### src/mhtq_pkg.sv
// Shared types and codes for the min-heap timer queue.
package mhtq_pkg;
  localparam int ID_W   = 10;
  localparam int IN_T_W = 32;

  typedef enum logic [1:0] {
    OP_ADD    = 2'd0,
    OP_POP    = 2'd1,
    OP_ADJUST = 2'd2,
    OP_TICK   = 2'd3
  } op_t;

  typedef enum logic [1:0] {
    ST_OK       = 2'd0,
    ST_FULL     = 2'd1,
    ST_EMPTY    = 2'd2,
    ST_NOTFOUND = 2'd3
  } status_t;
endpackage

### src/mhtq_ram.sv
// Generic single-port-write, single-port-read RAM with registered read.
module mhtq_ram #(
  parameter int WIDTH = 8,
  parameter int DEPTH = 16
) (
  input  logic                     clk,
  input  logic                     we,
  input  logic [$clog2(DEPTH)-1:0] waddr,
  input  logic [WIDTH-1:0]         wdata,
  input  logic [$clog2(DEPTH)-1:0] raddr,
  output logic [WIDTH-1:0]         rdata
);
  logic [WIDTH-1:0] mem [DEPTH];

  always_ff @(posedge clk) begin
    if (we) begin
      mem[waddr] <= wdata;
    end
    rdata <= mem[raddr];
  end
endmodule

### src/min_heap_timer_queue.sv
// Top level of the min-heap timer queue: sequencer, entry RAM and output register.
//
// Binary min-heap of {id, expiry} held in one RAM (CAPACITY words), walked by a
// small sequencer. RAM reads are registered: the data is used in the state after
// the one that gives the address. Sift up reads the parent and compares, level by
// level; sift down reads the left child, then the right child, and compares.
// Adjust searches the entries one by one, then sifts down if the new expiry is
// later. A tick pops each expired root in turn. in_ready is low while an operation
// is in flight and while a result word waits in the output register. Each result
// word sits there until taken. A tick holds each popped id back until the next
// root is checked, so last can be set on the final one; the next pop waits until
// the earlier word is taken. No clearing pass after reset: only the first count
// entries are ever used.
module min_heap_timer_queue #(
  parameter int CAPACITY  = 64,
  parameter int TIME_BITS = 32
) (
  input  logic                       clk,
  input  logic                       rst_n,
  input  logic                       in_valid,
  output logic                       in_ready,
  input  logic [1:0]                 in_opcode,
  input  logic [mhtq_pkg::ID_W-1:0]  in_timer_id,
  input  logic [mhtq_pkg::IN_T_W-1:0] in_expire_time,
  input  logic [mhtq_pkg::IN_T_W-1:0] in_now_time,
  output logic                       out_valid,
  input  logic                       out_ready,
  output logic [1:0]                 out_status,
  output logic                       out_out_valid,
  output logic [mhtq_pkg::ID_W-1:0]  out_out_id,
  output logic                       out_last
);
  import mhtq_pkg::*;

  localparam int AW = $clog2(CAPACITY);
  localparam int CW = $clog2(CAPACITY + 1);
  localparam int KW = AW + 2;  // child index, wide enough for 2*pos+2
  localparam int EW = ID_W + TIME_BITS;
  localparam int TW = (TIME_BITS < IN_T_W) ? TIME_BITS : IN_T_W;

  typedef enum logic [12:0] {
    S_IDLE  = 13'b0000000000001,
    S_UPRD  = 13'b0000000000010, // read parent
    S_UPCMP = 13'b0000000000100,
    S_POPRD = 13'b0000000001000, // read root
    S_DNRD  = 13'b0000000010000, // read left child
    S_DNRD2 = 13'b0000000100000, // read right child, latch left
    S_DNCMP = 13'b0000001000000,
    S_SRRD  = 13'b0000010000000, // search read
    S_SRCMP = 13'b0000100000000,
    S_OUT   = 13'b0001000000000,
    S_TICKR = 13'b0010000000000, // read root for tick
    S_TICKC = 13'b0100000000000,
    S_POPL  = 13'b1000000000000  // latch root id, read last entry
  } state_t;

  state_t state_r, state_nxt;
  logic [CW-1:0] count_r, count_nxt;
  logic [AW-1:0] pos_r, pos_nxt, idx_r, idx_nxt;
  logic [ID_W-1:0] hid_r, hid_nxt, id_q_r, id_q_nxt;
  logic [TIME_BITS-1:0] hwhen_r, hwhen_nxt, now_r, now_nxt;
  logic [EW-1:0] kid_r, kid_nxt;
  logic [AW-1:0] kpos_r, kpos_nxt;
  logic [1:0] op_r, op_nxt;
  logic tick_any_r, tick_any_nxt;

  logic ov_r, ov_nxt;
  logic [1:0] st_r, st_nxt;
  logic oval_r, oval_nxt, olast_r, olast_nxt;
  logic [ID_W-1:0] oid_r, oid_nxt;

  logic          we;
  logic [AW-1:0] waddr, raddr;
  logic [EW-1:0] wdata, rdata;

  mhtq_ram #(.WIDTH(EW), .DEPTH(CAPACITY)) u_ram (
    .clk(clk), .we(we), .waddr(waddr), .wdata(wdata), .raddr(raddr), .rdata(rdata)
  );

  logic [ID_W-1:0]      r_id;
  logic [TIME_BITS-1:0] r_when, k_when;
  logic [TIME_BITS-1:0] in_exp_t, in_now_t;
  logic [KW-1:0] l_kid, r_kid, pos_c, count_k;

  assign r_id    = rdata[EW-1 -: ID_W];
  assign r_when  = rdata[TIME_BITS-1:0];
  assign k_when  = kid_r[TIME_BITS-1:0];
  assign pos_c   = KW'(pos_r);
  assign count_k = KW'(count_r);
  assign l_kid   = {pos_c[KW-2:0], 1'b1};
  assign r_kid   = l_kid + KW'(1);

  always_comb begin
    in_exp_t = '0;
    in_now_t = '0;
    in_exp_t[TW-1:0] = in_expire_time[TW-1:0];
    in_now_t[TW-1:0] = in_now_time[TW-1:0];
  end

  assign in_ready = (state_r == S_IDLE) && !ov_r;

  always_comb begin
    state_nxt = state_r; count_nxt = count_r; pos_nxt = pos_r; idx_nxt = idx_r;
    hid_nxt = hid_r; hwhen_nxt = hwhen_r; now_nxt = now_r; kid_nxt = kid_r;
    kpos_nxt = kpos_r; op_nxt = op_r; id_q_nxt = id_q_r;
    tick_any_nxt = tick_any_r;
    ov_nxt = ov_r; st_nxt = st_r; oval_nxt = oval_r; oid_nxt = oid_r; olast_nxt = olast_r;
    we = 1'b0; waddr = pos_r; wdata = {hid_r, hwhen_r}; raddr = pos_r;
    if (ov_r && out_ready) ov_nxt = 1'b0;

    case (state_r)
      S_IDLE: begin
        if (in_valid && in_ready) begin
          op_nxt = in_opcode; id_q_nxt = in_timer_id;
          hid_nxt = in_timer_id; hwhen_nxt = in_exp_t; now_nxt = in_now_t;
          tick_any_nxt = 1'b0;
          case (op_t'(in_opcode))
            OP_ADD: begin
              if (count_r >= CW'(CAPACITY)) begin
                st_nxt = ST_FULL; oval_nxt = 1'b0; oid_nxt = '0; olast_nxt = 1'b1;
                ov_nxt = 1'b1;
              end else begin
                pos_nxt = AW'(count_r); count_nxt = count_r + CW'(1);
                state_nxt = S_UPRD;
              end
            end
            OP_POP, OP_TICK: begin
              if (count_r == '0) begin
                st_nxt = ST_EMPTY; oval_nxt = 1'b0; oid_nxt = '0; olast_nxt = 1'b1;
                ov_nxt = 1'b1;
              end else begin
                state_nxt = (op_t'(in_opcode) == OP_POP) ? S_POPRD : S_TICKR;
              end
            end
            OP_ADJUST: begin
              if (count_r == '0) begin
                st_nxt = ST_NOTFOUND; oval_nxt = 1'b0; oid_nxt = '0; olast_nxt = 1'b1;
                ov_nxt = 1'b1;
              end else begin
                idx_nxt = '0; state_nxt = S_SRRD;
              end
            end
            default: ;
          endcase
        end
      end
      // sift up: hole at pos_r, held entry in hid/hwhen
      S_UPRD: begin
        if (pos_r == '0) begin
          we = 1'b1;
          st_nxt = ST_OK; oval_nxt = 1'b0; oid_nxt = '0; olast_nxt = 1'b1;
          state_nxt = S_OUT;
        end else begin
          raddr = AW'((pos_r - AW'(1)) >> 1);
          kpos_nxt = raddr;
          state_nxt = S_UPCMP;
        end
      end
      S_UPCMP: begin
        if (r_when > hwhen_r) begin
          we = 1'b1; wdata = rdata; pos_nxt = kpos_r; state_nxt = S_UPRD;
        end else begin
          we = 1'b1;
          st_nxt = ST_OK; oval_nxt = 1'b0; oid_nxt = '0; olast_nxt = 1'b1;
          state_nxt = S_OUT;
        end
      end
      // pop root: report root id, pull last entry into hole at root
      S_POPRD: begin
        raddr = '0;
        state_nxt = S_POPL;
      end
      S_POPL: begin
        raddr = '0;  // keep the root on rdata while the last tick word waits
        if (!ov_nxt) begin
          oid_nxt = r_id; oval_nxt = 1'b1; st_nxt = ST_OK;
          olast_nxt = (op_r == OP_POP);
          tick_any_nxt = 1'b1;
          count_nxt = count_r - CW'(1);
          raddr = AW'(count_r - CW'(1));
          pos_nxt = '0;
          state_nxt = S_DNRD;
          kpos_nxt = '1;  // marker: held not yet latched
        end
      end
      S_DNRD: begin
        if (kpos_r == '1 && op_r != OP_ADJUST) begin
          hid_nxt = r_id; hwhen_nxt = r_when;
          kpos_nxt = '0;
        end
        if (count_nxt == '0 || (kpos_r == '1 && op_r != OP_ADJUST && count_r == '0)) begin
          state_nxt = S_OUT;
        end else if (l_kid >= count_k) begin
          we = 1'b1;
          if (kpos_r == '1 && op_r != OP_ADJUST) wdata = rdata;
          state_nxt = S_OUT;
        end else begin
          raddr = AW'(l_kid);
          state_nxt = S_DNRD2;
        end
      end
      S_DNRD2: begin
        kid_nxt = rdata; kpos_nxt = AW'(l_kid);
        raddr = AW'(r_kid);
        state_nxt = S_DNCMP;
      end
      S_DNCMP: begin
        if (r_kid < count_k && k_when > r_when) begin
          if (hwhen_r > r_when) begin
            we = 1'b1; wdata = rdata; pos_nxt = AW'(r_kid); kpos_nxt = '0;
            state_nxt = S_DNRD;
          end else begin
            we = 1'b1; state_nxt = S_OUT;
          end
        end else if (hwhen_r > k_when) begin
          we = 1'b1; wdata = kid_r; pos_nxt = kpos_r; kpos_nxt = '0;
          state_nxt = S_DNRD;
        end else begin
          we = 1'b1; state_nxt = S_OUT;
        end
      end
      // adjust: linear search from idx 0
      S_SRRD: begin
        raddr = idx_r;
        state_nxt = S_SRCMP;
      end
      S_SRCMP: begin
        if (r_id == id_q_r) begin
          if (hwhen_r > r_when) begin
            hid_nxt = r_id; pos_nxt = idx_r; kpos_nxt = '0;
            state_nxt = S_DNRD;
          end else begin
            state_nxt = S_OUT;
          end
          st_nxt = ST_OK; oval_nxt = 1'b0; oid_nxt = '0; olast_nxt = 1'b1;
        end else if (CW'(idx_r) + CW'(1) >= count_r) begin
          st_nxt = ST_NOTFOUND; oval_nxt = 1'b0; oid_nxt = '0; olast_nxt = 1'b1;
          state_nxt = S_OUT;
        end else begin
          idx_nxt = idx_r + AW'(1); state_nxt = S_SRRD;
        end
      end
      S_OUT: begin
        if (op_r == OP_TICK) begin
          state_nxt = S_TICKR;
        end else begin
          ov_nxt = 1'b1; state_nxt = S_IDLE;
        end
      end
      S_TICKR: begin
        raddr = '0;
        if (count_r == '0) begin
          // heap drained: the held id is the final word
          if (!ov_nxt) begin
            olast_nxt = 1'b1; ov_nxt = 1'b1; state_nxt = S_IDLE;
          end
        end else begin
          state_nxt = S_TICKC;
        end
      end
      S_TICKC: begin
        raddr = '0;
        if (r_when <= now_r) begin
          // another root expires: release the held id with last low
          if (tick_any_r) begin
            olast_nxt = 1'b0; ov_nxt = 1'b1;
          end
          state_nxt = S_POPL;
        end else if (!ov_nxt) begin
          if (tick_any_r) begin
            olast_nxt = 1'b1;
          end else begin
            st_nxt = ST_OK; oval_nxt = 1'b0; oid_nxt = '0; olast_nxt = 1'b1;
          end
          ov_nxt = 1'b1; state_nxt = S_IDLE;
        end
      end
      default: state_nxt = S_IDLE;
    endcase
  end

  // Tick results are held back one step: a popped id goes out only once the
  // next root is checked or the heap is drained, so last can be set on it.
  always_ff @(posedge clk) begin
    if (!rst_n) begin
      state_r <= S_IDLE;
      count_r <= '0;
      ov_r    <= 1'b0;
    end else begin
      state_r <= state_nxt;
      count_r <= count_nxt;
      ov_r    <= ov_nxt;
    end
    pos_r <= pos_nxt; idx_r <= idx_nxt; hid_r <= hid_nxt; hwhen_r <= hwhen_nxt;
    now_r <= now_nxt; kid_r <= kid_nxt; kpos_r <= kpos_nxt; op_r <= op_nxt;
    id_q_r <= id_q_nxt; tick_any_r <= tick_any_nxt;
    st_r <= st_nxt; oval_r <= oval_nxt; oid_r <= oid_nxt; olast_r <= olast_nxt;
  end

  assign out_valid     = ov_r;
  assign out_status    = st_r;
  assign out_out_valid = oval_r;
  assign out_out_id    = oid_r;
  assign out_last      = olast_r;

  a_count_bound: assert property (@(posedge clk) disable iff (!rst_n)
    count_r <= CW'(CAPACITY)) else $error("entry count over capacity");
  a_busy_no_ready: assert property (@(posedge clk) disable iff (!rst_n)
    (state_r != S_IDLE) |-> !in_ready) else $error("ready while busy");
  a_out_hold: assert property (@(posedge clk) disable iff (!rst_n)
    (out_valid && !out_ready) |=> (out_valid && $stable(out_out_id)))
    else $error("result word dropped");
endmodule

### config.mk
export PLATFORM = sky130hd
export DESIGN_NAME = min_heap_timer_queue
export DESIGN_NICKNAME = d
export VERILOG_FILES = /design/src/mhtq_pkg.sv /design/src/mhtq_ram.sv /design/src/min_heap_timer_queue.sv
export SDC_FILE = /design/constraint.sdc
export NUM_CORES = 2
export LEC_CHECK = 0
export BUFFER_PORTS_ARGS = -buffer_cell sky130_fd_sc_hd__buf_2
export CAP_MARGIN = 15
export CELL_PAD_IN_SITES_DETAIL_PLACEMENT = 0
export CELL_PAD_IN_SITES_GLOBAL_PLACEMENT = 1
export CORE_MARGIN = 5
export CORE_UTILIZATION = 60
export DETAILED_ROUTE_END_ITERATION = 10
export MAX_ROUTING_LAYER = met4
export PLACE_DENSITY_LB_ADDON = 0.1
export SLEW_MARGIN = 10
export SYNTH_ARGS = -nofsm -noshare
export SYNTH_HDL_FRONTEND = slang
export SYNTH_HIERARCHICAL = 1
export SYNTH_SLANG_ARGS = --single-unit
### constraint.sdc
create_clock -name clk -period 8.9 [get_ports clk]
set_input_delay 0.89 -clock clk [delete_from_list [all_inputs] [get_ports clk]]
set_output_delay 0.89 -clock clk [all_outputs]
set_load 0.03 [all_outputs]
==> impl_results.html <==
<table>
<tr><th>Metric</th><th>Value</th></tr>
<tr><th colspan="2">Route</th></tr>
<tr><td>Total wirelength of the detailed-routed design</td><td>319,000 um</td></tr>
<tr><td>Vias after detailed routing</td><td>60,900</td></tr>
<tr><td>Iteration-0 DRC Markers</td><td>8,217</td></tr>
<tr><td>Number of detailed-routing iterations run before antenna repair</td><td>6</td></tr>
<tr><td>Routed vias/inst</td><td>6.94</td></tr>
<tr><td>Remaining number of nets flagged by the antenna check after routing</td><td>0</td></tr>
<tr><td>DRC violations left</td><td>0</td></tr>
<tr><td>Drt wl/cell</td><td>36.3 um</td></tr>
<tr><th colspan="2">Place</th></tr>
<tr><td>Placed cell count</td><td>8,231</td></tr>
<tr><td>Count of port buffers added during placement</td><td>95</td></tr>
<tr><td>Area of placed instances</td><td>0.120 mm^2</td></tr>
<tr><td>RePlAce Congestion</td><td>0.934</td></tr>
<tr><td>Post-detailed-placement half-perimeter wirelength</td><td>187,000 um</td></tr>
<tr><th colspan="2">Clock network</th></tr>
<tr><td>Quantity of hold-fixing buffers added after cts</td><td>0</td></tr>
<tr><td>Clock tree from TritonCTS</td><td>yes</td></tr>
<tr><td>Worst skew pair latency</td><td>0.95 ns</td></tr>
<tr><td>Total setup buffers inserted after CTS</td><td>0</td></tr>
<tr><td>Number of gates resized after CTS</td><td>0</td></tr>
<tr><td>CTS sink count</td><td>2,912</td></tr>
<tr><td>Clock-pin slew of the registers on the worst-case setup and hold paths</td><td>0.06 ns</td></tr>
<tr><td>CTS buffer count</td><td>305</td></tr>
<tr><td>Maximum root-to-sink buffer count</td><td>4</td></tr>
<tr><td>Number of levels the H-tree was split into</td><td>5</td></tr>
<tr><td>Clock root buffer master</td><td>sky130_fd_sc_hd__clkbuf_16</td></tr>
<tr><th colspan="2">Setup path</th></tr>
<tr><td>Most numerous cell on the critical path</td><td>sky130_fd_sc_hd__nand2_1</td></tr>
<tr><td>Maximum cell stage delay along the critical path</td><td>0.74 ns</td></tr>
<tr><td>Critical path data required time</td><td>9.76 ns</td></tr>
<tr><td>Arrival time worst endpoint</td><td>7.67 ns</td></tr>
<tr><td>Maximum fanout count along the critical path</td><td>110</td></tr>
<tr><td>Critical path cell sequence</td><td>nor3_1 &gt; and2_1 &gt; and3_1 &gt; nand2_1 &gt; inv_1 &gt; nand2_1 &gt; o21ai_0 &gt; a221o_1 &gt; a221o_4 &gt; buf_12 &gt; buf_4 &gt; mux4_2 &gt; nor2b_1 &gt; a211oi_1 &gt; nor3_2 &gt; o22a_1</td></tr>
<tr><td>CP startpoint kind</td><td>flop</td></tr>
<tr><td>Crit path capture type</td><td>flop</td></tr>
<tr><td>Setup CP Type</td><td>flop to flop</td></tr>
<tr><td>Highest-delay cell along the critical path</td><td>sky130_fd_sc_hd__buf_4</td></tr>
<tr><th colspan="2">Die</th></tr>
<tr><td>Die Height</td><td>449 um</td></tr>
<tr><td>Area enclosed by the die boundary</td><td>0.202 mm^2</td></tr>
<tr><td>I/O pin cnt</td><td>96</td></tr>
<tr><td>Effective utilization at floorplan</td><td>0.602</td></tr>
<tr><td>Core area</td><td>0.192 mm^2</td></tr>
<tr><td># rows</td><td>161</td></tr>
<tr><td>Die Width</td><td>449 um</td></tr>
<tr><th colspan="2">Layout</th></tr>
<tr><td>Post-route cell area</td><td>0.130 mm^2</td></tr>
<tr><td>Final Core Density</td><td>0.675</td></tr>
<tr><td>Filler cell count</td><td>12,300</td></tr>
<tr><td>Total Nets Final</td><td>6,247</td></tr>
<tr><td>Fraction of final layout cells sized beyond drive strength 1</td><td>0.249</td></tr>
<tr><td>Number of standard cells in the final layout excluding fillers</td><td>8,771</td></tr>
<tr><td>Synth-to-layout area growth</td><td>12.1%</td></tr>
<tr><th colspan="2">Synth</th></tr>
<tr><td>Library cell occupying the most area in the post-synthesis netlist</td><td>sky130_fd_sc_hd__edfxtp_1</td></tr>
<tr><td>Most frequent cells after synthesis</td><td>2,849 x sky130_fd_sc_hd__edfxtp_1, 637 x sky130_fd_sc_hd__mux4_2, 183 x sky130_fd_sc_hd__o22ai_1</td></tr>
<tr><td>Count of synthesis-stage warnings from yosys</td><td>6</td></tr>
<tr><td>Synthesized net count</td><td>5,956</td></tr>
<tr><td>Syn Area/Cell</td><td>20.2 um^2</td></tr>
<tr><td>Total standard cell area after synthesis</td><td>0.116 mm^2</td></tr>
<tr><td>Post-synthesis register bit count</td><td>2,912</td></tr>
<tr><td>Synthesized netlist cell count</td><td>5,723</td></tr>
<tr><td>Sequential share of the synthesized area</td><td>0.750</td></tr>
<tr><td>Top-count cell post-synth</td><td>sky130_fd_sc_hd__edfxtp_1</td></tr>
<tr><td>Synth area leaders</td><td>sky130_fd_sc_hd__edfxtp_1 74%, sky130_fd_sc_hd__mux4_2 12%, sky130_fd_sc_hd__ha_1 1.7%</td></tr>
<tr><td>Leading register cell type out of synthesis</td><td>sky130_fd_sc_hd__edfxtp_1</td></tr>
<tr><td>Synth unique cells</td><td>80</td></tr>
<tr><td>Number of synthesized flops with an enable pin</td><td>2,849</td></tr>
<tr><td>Area share of the largest cell type after synthesis</td><td>0.739</td></tr>
<tr><td>Fraction of registers with async set or reset after synthesis</td><td>0</td></tr>
<tr><th colspan="2">Timing</th></tr>
<tr><td>Final critical delay including setup and external delays</td><td>6.80 ns</td></tr>
<tr><td>Final hold vios</td><td>0</td></tr>
<tr><td>Slew margin rel.</td><td>0.118</td></tr>
<tr><td>Clock tree skew after final layout</td><td>0.0667 ns</td></tr>
<tr><td>Number of endpoints failing setup at the final stage</td><td>0</td></tr>
<tr><td>Worst hold margin</td><td>0.147 ns</td></tr>
<tr><td>Max-slew violation count</td><td>0</td></tr>
<tr><td>Transition time at the pin with the least slew margin</td><td>1.31 ns</td></tr>
<tr><td>Unrepaired setup endpoints after global routing</td><td>false</td></tr>
<tr><td>Final worst path period share</td><td>0.764</td></tr>
<tr><td>Total Negative Setup Slacks</td><td>0 ns</td></tr>
<tr><td>Max Clk Rate</td><td>0.147 GHz</td></tr>
<tr><th colspan="2">Status</th></tr>
<tr><td>Run status</td><td>finished clean</td></tr>
<tr><th colspan="2">GRT</th></tr>
<tr><td>Global-route wire length before repair</td><td>451,000 um</td></tr>
<tr><td>Number of antenna violations at the first check in global routing</td><td>14</td></tr>
<tr><td>Number of global-route vias before repair</td><td>59,600</td></tr>
<tr><td>Maximum number of pins on one net before global-route repair</td><td>115</td></tr>
<tr><td>Combined global-route utilization of all metal layers</td><td>0.326</td></tr>
<tr><td>Total gr overflow</td><td>0</td></tr>
<tr><th colspan="2">Pwr</th></tr>
<tr><td>Power density over the cells</td><td>258 mW/mm^2</td></tr>
<tr><td>Switching Power</td><td>8710 uW</td></tr>
<tr><td>P_leak</td><td>0.0418 uW</td></tr>
<tr><td>Clock power frac</td><td>0.363</td></tr>
<tr><td>Sequential share of power</td><td>0.491</td></tr>
<tr><td>Int Pwr</td><td>24,700 uW</td></tr>
<tr><td>IR drop worst, VDD</td><td>0.205 mV</td></tr>
<tr><td>Switching part of the total</td><td>0.260</td></tr>
<tr><td>Combinational Power Share</td><td>0.146</td></tr>
<tr><th colspan="2">Hold path</th></tr>
<tr><td>Worst min-delay path category</td><td>primary input to flop</td></tr>
<tr><th colspan="2">Job</th></tr>
<tr><td>Max_cap viols</td><td>0</td></tr>
</table>
[final timing paths]
kind / from / endpoint / slack, ns / cells after the start
max: state_r[1] / u_ram/rdata[0] / 2.10 / 16
min: in_now_time[12] / now_r[12] / 0.15 / 1
max reg2reg: state_r[1] / u_ram/rdata[0] / 2.10 / 16
min reg2reg: u_ram/rdata[23] / kid_r[23] / 0.53 / 0
[through the flow]
step | total power, uW | worst slack [ns]
CTS | 33600 | 2.31
global route | 34600 | 1.60
detailed placement | 21600 | 2.35
global placement | 21500 | 1.89
floorplan | 19600 | 3.09
finish | 33500 | 2.10
[cells by family (layout without fill, tap and decap cells)]
group           Yosys count  after routing  synth area share
compound gates          715            715            0.0430
xor+xnor                 31             31           0.00235
fa+ha+maj               153            153            0.0165
buf+inv                 427            943            0.0185
flops                  2912           2912             0.750
mux                     796            796             0.138
other cells               0              6                 0
simple gates            689            689            0.0311
[critical path: cells and delay by family (launching register included)]
kind / cells / cell delay, ns
mux: 1 / 0.33
buf+inv: 3 / 1.94
flops: 1 / 0.36
compound gates: 5 / 1.20
simple gates: 7 / 2.60
[state kept, by name, summed over array words and instances (netlist names), 6 cells and up]
| name | count |
|---|---|
| count_r | 7 |
| hid_r | 10 |
| hwhen_r | 32 |
| id_q_r | 10 |
| idx_r | 6 |
| kid_r | 42 |
| kpos_r | 6 |
| now_r | 32 |
| out_out_id | 10 |
| pos_r | 6 |
| state_r | 13 |
| u_ram/mem | 2688 |
| u_ram/rdata | 42 |
[routing by layer]
| metal | GRT usage | vias to the layer above | part of all wire |
|---|---|---|---|
| met5 | - | - | 0 |
| li1 | - | 24500 | - |
| met3 | 0.0656 | 546 | 0.11 |
| met2 | 0.486 | 3645 | 0.47 |
| met4 | 0.0981 | 0 | 0.034 |
| met1 | 0.468 | 32200 | 0.39 |
[cell type report]
class                      count  area, um^2  share of cell area
clock inverter               138        1150             0.00885
inverter                     125         469             0.00362
multi-input combinational   2384       27700               0.214
timing repair buffer         286        2130              0.0164
clock buffer                 394        8270              0.0637
antenna                        6        15.0            0.000116
sequential                  2912       86800               0.669
tap                         2526        3160              0.0244
[cell usage in the layout (no fill, tap or decap), drive strengths merged, types with 19 or more instances in the layout]
master | netlist | routed
nor2b | 73 | 73
edfxtp | 2849 | 2849
mux4 | 637 | 637
o221ai | 45 | 45
dfxtp | 63 | 63
a21oi | 97 | 97
nand3 | 58 | 58
a21o | 32 | 32
a211oi | 64 | 64
mux2 | 59 | 59
nand2b | 24 | 24
clkinv | 0 | 107
mux2i | 100 | 100
nand4 | 62 | 62
o21ai | 79 | 79
nor4 | 35 | 35
bufinv | 0 | 19
ha | 153 | 153
nor3 | 58 | 58
nand2 | 133 | 133
and2 | 19 | 19
clkbuf | 116 | 394
inv | 125 | 132
o22a | 32 | 32
a221o | 35 | 35
o22ai | 183 | 183
buf | 186 | 286
nor2 | 145 | 145
a22oi | 41 | 41
a31oi | 19 | 19
[power groups by stage]
| stage | sequential [uW] | combinational, uW | clock [uW] |
|---|---|---|---|
| 6_report | 16400 | 4870 | 12100 |
| 4_1_cts | 16400 | 4850 | 12300 |
| 3_3_place_gp | 16700 | 4750 | 0 |
| 5_1_grt | 16400 | 5210 | 12900 |
| 3_5_place_dp | 16700 | 4840 | 0 |
| 2_1_floorplan | 16500 | 3110 | 0 |
Power figures use the tool's default switching activity.
